--- config.mk ---
export PLATFORM = sky130hd
export DESIGN_NAME = tet_div
export DESIGN_NICKNAME = d
export VERILOG_FILES = /design/src/tet_pkg.sv /design/src/tet_div.sv
export SDC_FILE = /design/constraint.sdc
export NUM_CORES = 1
export LEC_CHECK = 0
export BUFFER_PORTS_ARGS = -buffer_cell sky130_fd_sc_hd__buf_2
export CAP_MARGIN = 20
export CELL_PAD_IN_SITES_DETAIL_PLACEMENT = 0
export CELL_PAD_IN_SITES_GLOBAL_PLACEMENT = 1
export CORE_MARGIN = 8
export CORE_UTILIZATION = 49
export DETAILED_ROUTE_END_ITERATION = 10
export PLACE_DENSITY = 0.93
export SYNTH_ARGS = -nofsm -noshare
export SYNTH_HDL_FRONTEND = slang
export SYNTH_SLANG_ARGS = --single-unit
--- constraint.sdc ---
create_clock -name clock -period 20.9 [get_ports clock]
set_clock_uncertainty 0.05 [all_clocks]
set_input_delay 2.09 -clock clock [delete_from_list [all_inputs] [get_ports clock]]
set_output_delay 2.09 -clock clock [all_outputs]
set_load 0.005 [all_outputs]
--- src/tet_pkg.sv ---
// Package with the shared constants and types of the entry table.
`default_nettype none
package tet_pkg;
   localparam int CAPACITY  = 64;
   localparam int KIND_BITS = 8;
   localparam int SLOT_W    = $clog2(CAPACITY);
   localparam int CNT_W     = $clog2(CAPACITY + 1);
   localparam logic [1:0] OP_INSERT       = 2'd0;
   localparam logic [1:0] OP_SCAN         = 2'd1;
   localparam logic [1:0] OP_REMOVE_OWNER = 2'd2;
   localparam logic [1:0] OP_REMOVE_KIND  = 2'd3;
   localparam logic CSR_ENTRY_LIMIT = 1'b0;
   localparam logic CSR_SCAN_ENABLE = 1'b1;

   // One table entry as held in the entry memory.
   typedef struct packed {
      logic [KIND_BITS-1:0] kind;
      logic [31:0]          owner;
      logic [31:0]          start;
      logic [30:0]          span;
   } entry_type;

   typedef enum logic [3:0] {
      ST_IDLE, ST_RD, ST_SEL, ST_EVICT, ST_WRITE, ST_SCAN, ST_FADE,
      ST_EMIT, ST_DONE
   } state_type;

   // Result handed from the controller to the output register.
   typedef struct packed {
      logic        status;
      logic        entry_valid;
      logic [5:0]  slot;
      logic [7:0]  kind_out;
      logic [7:0]  fade;
      logic        evicted;
      logic [6:0]  removed_count;
      logic        last;
   } result_type;
endpackage
`default_nettype wire

--- src/tet_div.sv ---
// Restoring divider that forms floor(255*r/q) for the fade, one quotient bit per cycle.
`default_nettype none
module tet_div (
   input  wire logic        clock,
   input  wire logic        reset,
   input  wire logic        start,
   input  wire logic [29:0] rem_num,
   input  wire logic [29:0] q_den,
   output logic             busy,
   output logic [7:0]       quot
);
   import tet_pkg::*;
   // The quotient is below 256 since rem_num < q_den, so eight steps suffice
   // once the numerator is scaled by 255, as 255*rem_num stays below 256*q_den.
   logic [38:0] acc_ff, acc_in;
   logic [7:0]  q_ff, q_in;
   logic [3:0]  cnt_ff, cnt_in;
   logic [38:0] trial;
   always_comb begin
      acc_in = acc_ff; q_in = q_ff; cnt_in = cnt_ff;
      trial  = acc_ff - ({9'd0, q_den} << cnt_ff[2:0]);
      if (start) begin
         acc_in = ({9'd0, rem_num} << 8) - {9'd0, rem_num};
         q_in = '0; cnt_in = 4'd8;
      end else if (cnt_ff != 4'd0) begin
         trial = acc_ff - ({9'd0, q_den} << (cnt_ff - 4'd1));
         if (!trial[38]) begin
            acc_in = trial;
            q_in = q_ff | (8'd1 << (cnt_ff - 4'd1));
         end
         cnt_in = cnt_ff - 4'd1;
      end
   end
   always_ff @(posedge clock) begin
      if (reset) cnt_ff <= '0; else cnt_ff <= cnt_in;
      acc_ff <= acc_in; q_ff <= q_in;
   end
   assign busy = start || (cnt_ff != 4'd0);
   assign quot = q_ff;
endmodule
`default_nettype wire

==> run_results.csv <==
group,metric,value,unit
setup_path,setup.worst_path.start_class,"flip-flop",
finish,nets,1050,
clocking,worst_skew_pair.late_latency,0.30,ns
setup_path,setup.worst_path.end_class,"flip-flop",
finish,fillCellCount,1338,
route,total_met2_wirelength_after_detailed_routing,8030,µm
clocking,cts_sinks,51,
route,wirelength,18700,µm
setup_path,cp_slowest_cell,"sky130_fd_sc_hd__dfxtp_2",
timing,grt_setup_unrepaired,"no",
route,wirelength_met1,9180,µm
setup_path,path_cells,"inv_1, ha_1, xnor2_2, nand2_1, nor2_1, ha_1, inv_1, fa_1, a21oi_1, nor2_1, o211ai_1, a32oi_1, a31o_2, a41oi_1, xnor2_2, xnor2_1, o21bai_4, buf_16",
yosys,postSynthRegisterBits,51,
setup_path,critical_path_cell_count,18,
yosys,gate_count_post_synth,876,
clocking,clock_slew_at_reported_path_ffs,0.07,ns
yosys,synthDominantCellAreaShare,16.8,%
yosys,warnings_synthesis,0,
timing,final.min_clock_period,6.70,ns
route,post_drt_via_cell_ratio,5.92,
floorplan,die_height,135,µm
yosys,post_synth_edffs,39,
timing,postLayoutSetupSlackWorst,14.20,ns
global_route,gr-usage-all-layers,19.8,%
setup_path,worst-r2r-setup-slack,14.20,ns
setup_path,path_buf_inv,3,
clocking,cts-hold-fix-buffers,0,
route,wl_per_cell,17.0,µm
power_and_ir_drop,pd_cells,175,nW/µm²
yosys,post-synth-top-count-cell,"sky130_fd_sc_hd__nand2_1",
yosys,syn-cell-area,6970,µm²
timing,timing.slew.headroom,29.9,%
flow_run,max_cap_viol_count,0,
clocking,post_cts_resized,0,
setup_path,timing.rr.end,"acc_ff[0]",
place,count_of_input_and_output_buffers,71,
floorplan,row_count,43,
clocking,ctsRootBufferMaster,"sky130_fd_sc_hd__clkbuf_16",
finish,final_util,55.3,%
route,dr_wl_met3,1250,µm
timing,fin_crit_sh,32.1,%
clocking,tritoncts,"done",
setup_path,criticalPathCategory,"reg -> reg",
setup_path,worst-path-max-fanout,38,
route,drc,0,
run_status,outcome,"finished, final reports clean",
timing,timing_max_transition_violations_final,0,
setup_path,cp-startpoint,"cnt_ff[0]",
place,dp.final_hpwl,14600,µm
route,via_count,6518,
timing,timing.final.hold_violations,0,
yosys,ranking_of_synthesized_cells_by_area,"sky130_fd_sc_hd__edfxtp_1, sky130_fd_sc_hd__ha_1, sky130_fd_sc_hd__nand2_1",
clocking,htree_num_levels,2,
yosys,synthTopCellsByCount,"sky130_fd_sc_hd__nand2_1, sky130_fd_sc_hd__a21oi_1, sky130_fd_sc_hd__o21ai_0, sky130_fd_sc_hd__ha_1, sky130_fd_sc_hd__nor2_1",
route,first_drt_pass_iteration_count,5,
floorplan,core,13900,µm²
route,maxUsedRoutingLayer,"met4",
yosys,yosysSeqAreaShare,20.2,%
timing,final-setup-viol-count,0,
finish,antennaDiodeCount,0,
setup_path,critical-path-top-delay-family,"compound AO/OA/AOI/OAI gates",
timing,fin_tns_setup,0,ns
global_route,grt_max_degree,85,
setup_path,r2r_start,"cnt_ff[0]",
setup_path,critical_path_data_required_time,20.86,ns
setup_path,critical-path-max-stage-delay,0.94,ns
setup_path,worst_r2r_path_depth,18,
place,numPlacedInstances,1092,
route,initialDrtViolationCount,571,
setup_path,worst-endpoint-arrival,6.65,ns
global_route,number_of_antenna_violations_at_the_first_check_in_global_routing,0,
power_and_ir_drop,vdd_drop_max,74.0,µV
floorplan,die_x,135,µm
floorplan,initial_util,50.2,%
timing,worstMarginPinSlew,1.05,ns
finish,final_layout_size_suffix_gt1_share,14.7,%
finish,area_growth,10.2,%
clocking,postCtsSetupRepairBufs,0,
timing,clock.fmax,0.149,GHz
floorplan,ios,72,
route,ant_nets,0,
worst_hold_path,holdCritPathClass,"reg -> reg",
global_route,grt_first_pass_wirelength,30000,µm
floorplan,die_area,18300,µm²
place,place_congestion,0.915,
yosys,synthDominantAreaCellType,"sky130_fd_sc_hd__edfxtp_1",
clocking,tritoncts_buffer_count,5,
setup_path,cp-endpoint,"acc_ff[0]",
yosys,syn-mean-instance-area,7.96,µm²
yosys,synth.distinct_cells,68,
global_route,grt_pass1_vias,6065,
clocking,cts.path.max_buffers,2,
power_and_ir_drop,p_leak,3.42,nW
global_route,gr-total-overflow,0,
yosys,ys_dominant_reg_cell,"sky130_fd_sc_hd__edfxtp_1",
yosys,postSynth.asyncResetShare,0,%
yosys,synth_fp_nets,1006,
finish,layoutNonFillerInstCount,1101,
place,pre_cts_ws,14.04,ns
==> cells in the final DEF (no fill, tap or decap), drive strengths merged, types with 3 or more instances in the layout <==
master    n
nand2   129
a21oi    81
o21ai    80
buf      78
ha       66
nor2     58
inv      40
edfxtp   39
a21o     38
xnor2    38
mux2i    28
xor2     27
nor3     21
mux4     19
nand3    15
a31oi    15
and3     12
dfxtp    12
nand4    10
o21a      9
o31ai     9
and2      8
clkbuf    7
nand2b    6
nor4      6
a211oi    6
nor2b     5
or3       5
a21boi    5
o21bai    5
mux2      4
a311oi    3
a31o      3
a221o     3
a221oi    3
==> area by class of cell <==
cell class                 count  area, µm²  share of cell area (%)
clock buffer                   7        164                    2.13
clock inverter                 1       8.76                   0.114
timing repair buffer          78        428                    5.57
inverter                      39        146                    1.91
sequential                    51       1410                    18.4
multi-input combinational    745       5300                    69.0
tap                          180        225                    2.93
==> worst min path at each step <==
stage | to | slack (ns) | cells past startpoint | from
floorplan | quot[0] | 0.41 | 2 | quot[0]
global placement | quot[0] | 0.41 | 2 | quot[0]
detailed placement | quot[3] | 0.41 | 2 | quot[3]
CTS | quot[3] | 0.42 | 2 | quot[3]
global route | quot[6] | 0.46 | 2 | quot[6]
finish | quot[3] | 0.42 | 2 | quot[3]
==> per-layer routing <==
metal / vias to the layer above / GRT usage [%]
li1: 3320 / -
met1: 2950 / 29.1
met2: 235 / 30.4
met3: 13 / 2.49
met4: 0 / 4.07
met5: - / 0
==> report_power, final <==
part	switching (mW)	leakage, nW	total, mW	internal [mW]
combinational	0.621	2.84	1.04	0.416
sequential	0.0233	0.490	0.211	0.187
clock	0.0390	0.0857	0.0945	0.0555
==> flip-flops by register name (all words and copies together) (netlist names) <==
| name | count |
|---|---|
| acc_ff | 39 |
| quot | 8 |
| cnt_ff | 4 |
==> cells by family after synthesis <==
family	synth area share, %
compound gates	25.1
xor+xnor	8.28
fa+ha+maj	12.1
buf+inv	4.36
flops	20.2
mux	10.8
simple gates	19.1
==> worst reg2reg max path: cells and delay by family, from the launching register on <==
kind | cells | cell delay (ns)
xor+xnor | 3 | 1.27
compound gates | 6 | 1.97
buf+inv | 3 | 0.76
flops | 1 | 0.94
simple gates | 3 | 0.42
fa+ha+maj | 3 | 0.97
==> through the flow <==
stage | hold slack [ns] | power (mW) | cell area (µm²)
after floorplan | 0.411 | 0.997 | 6970
after global placement | 0.408 | 1.21 | 7480
after detailed placement | 0.407 | 1.21 | 7480
after CTS | 0.424 | 1.32 | 7650
after global routing | 0.456 | 1.46 | 7680
final | 0.423 | 1.34 | 7680
No activity file was read; power rests on OpenSTA's default activity.
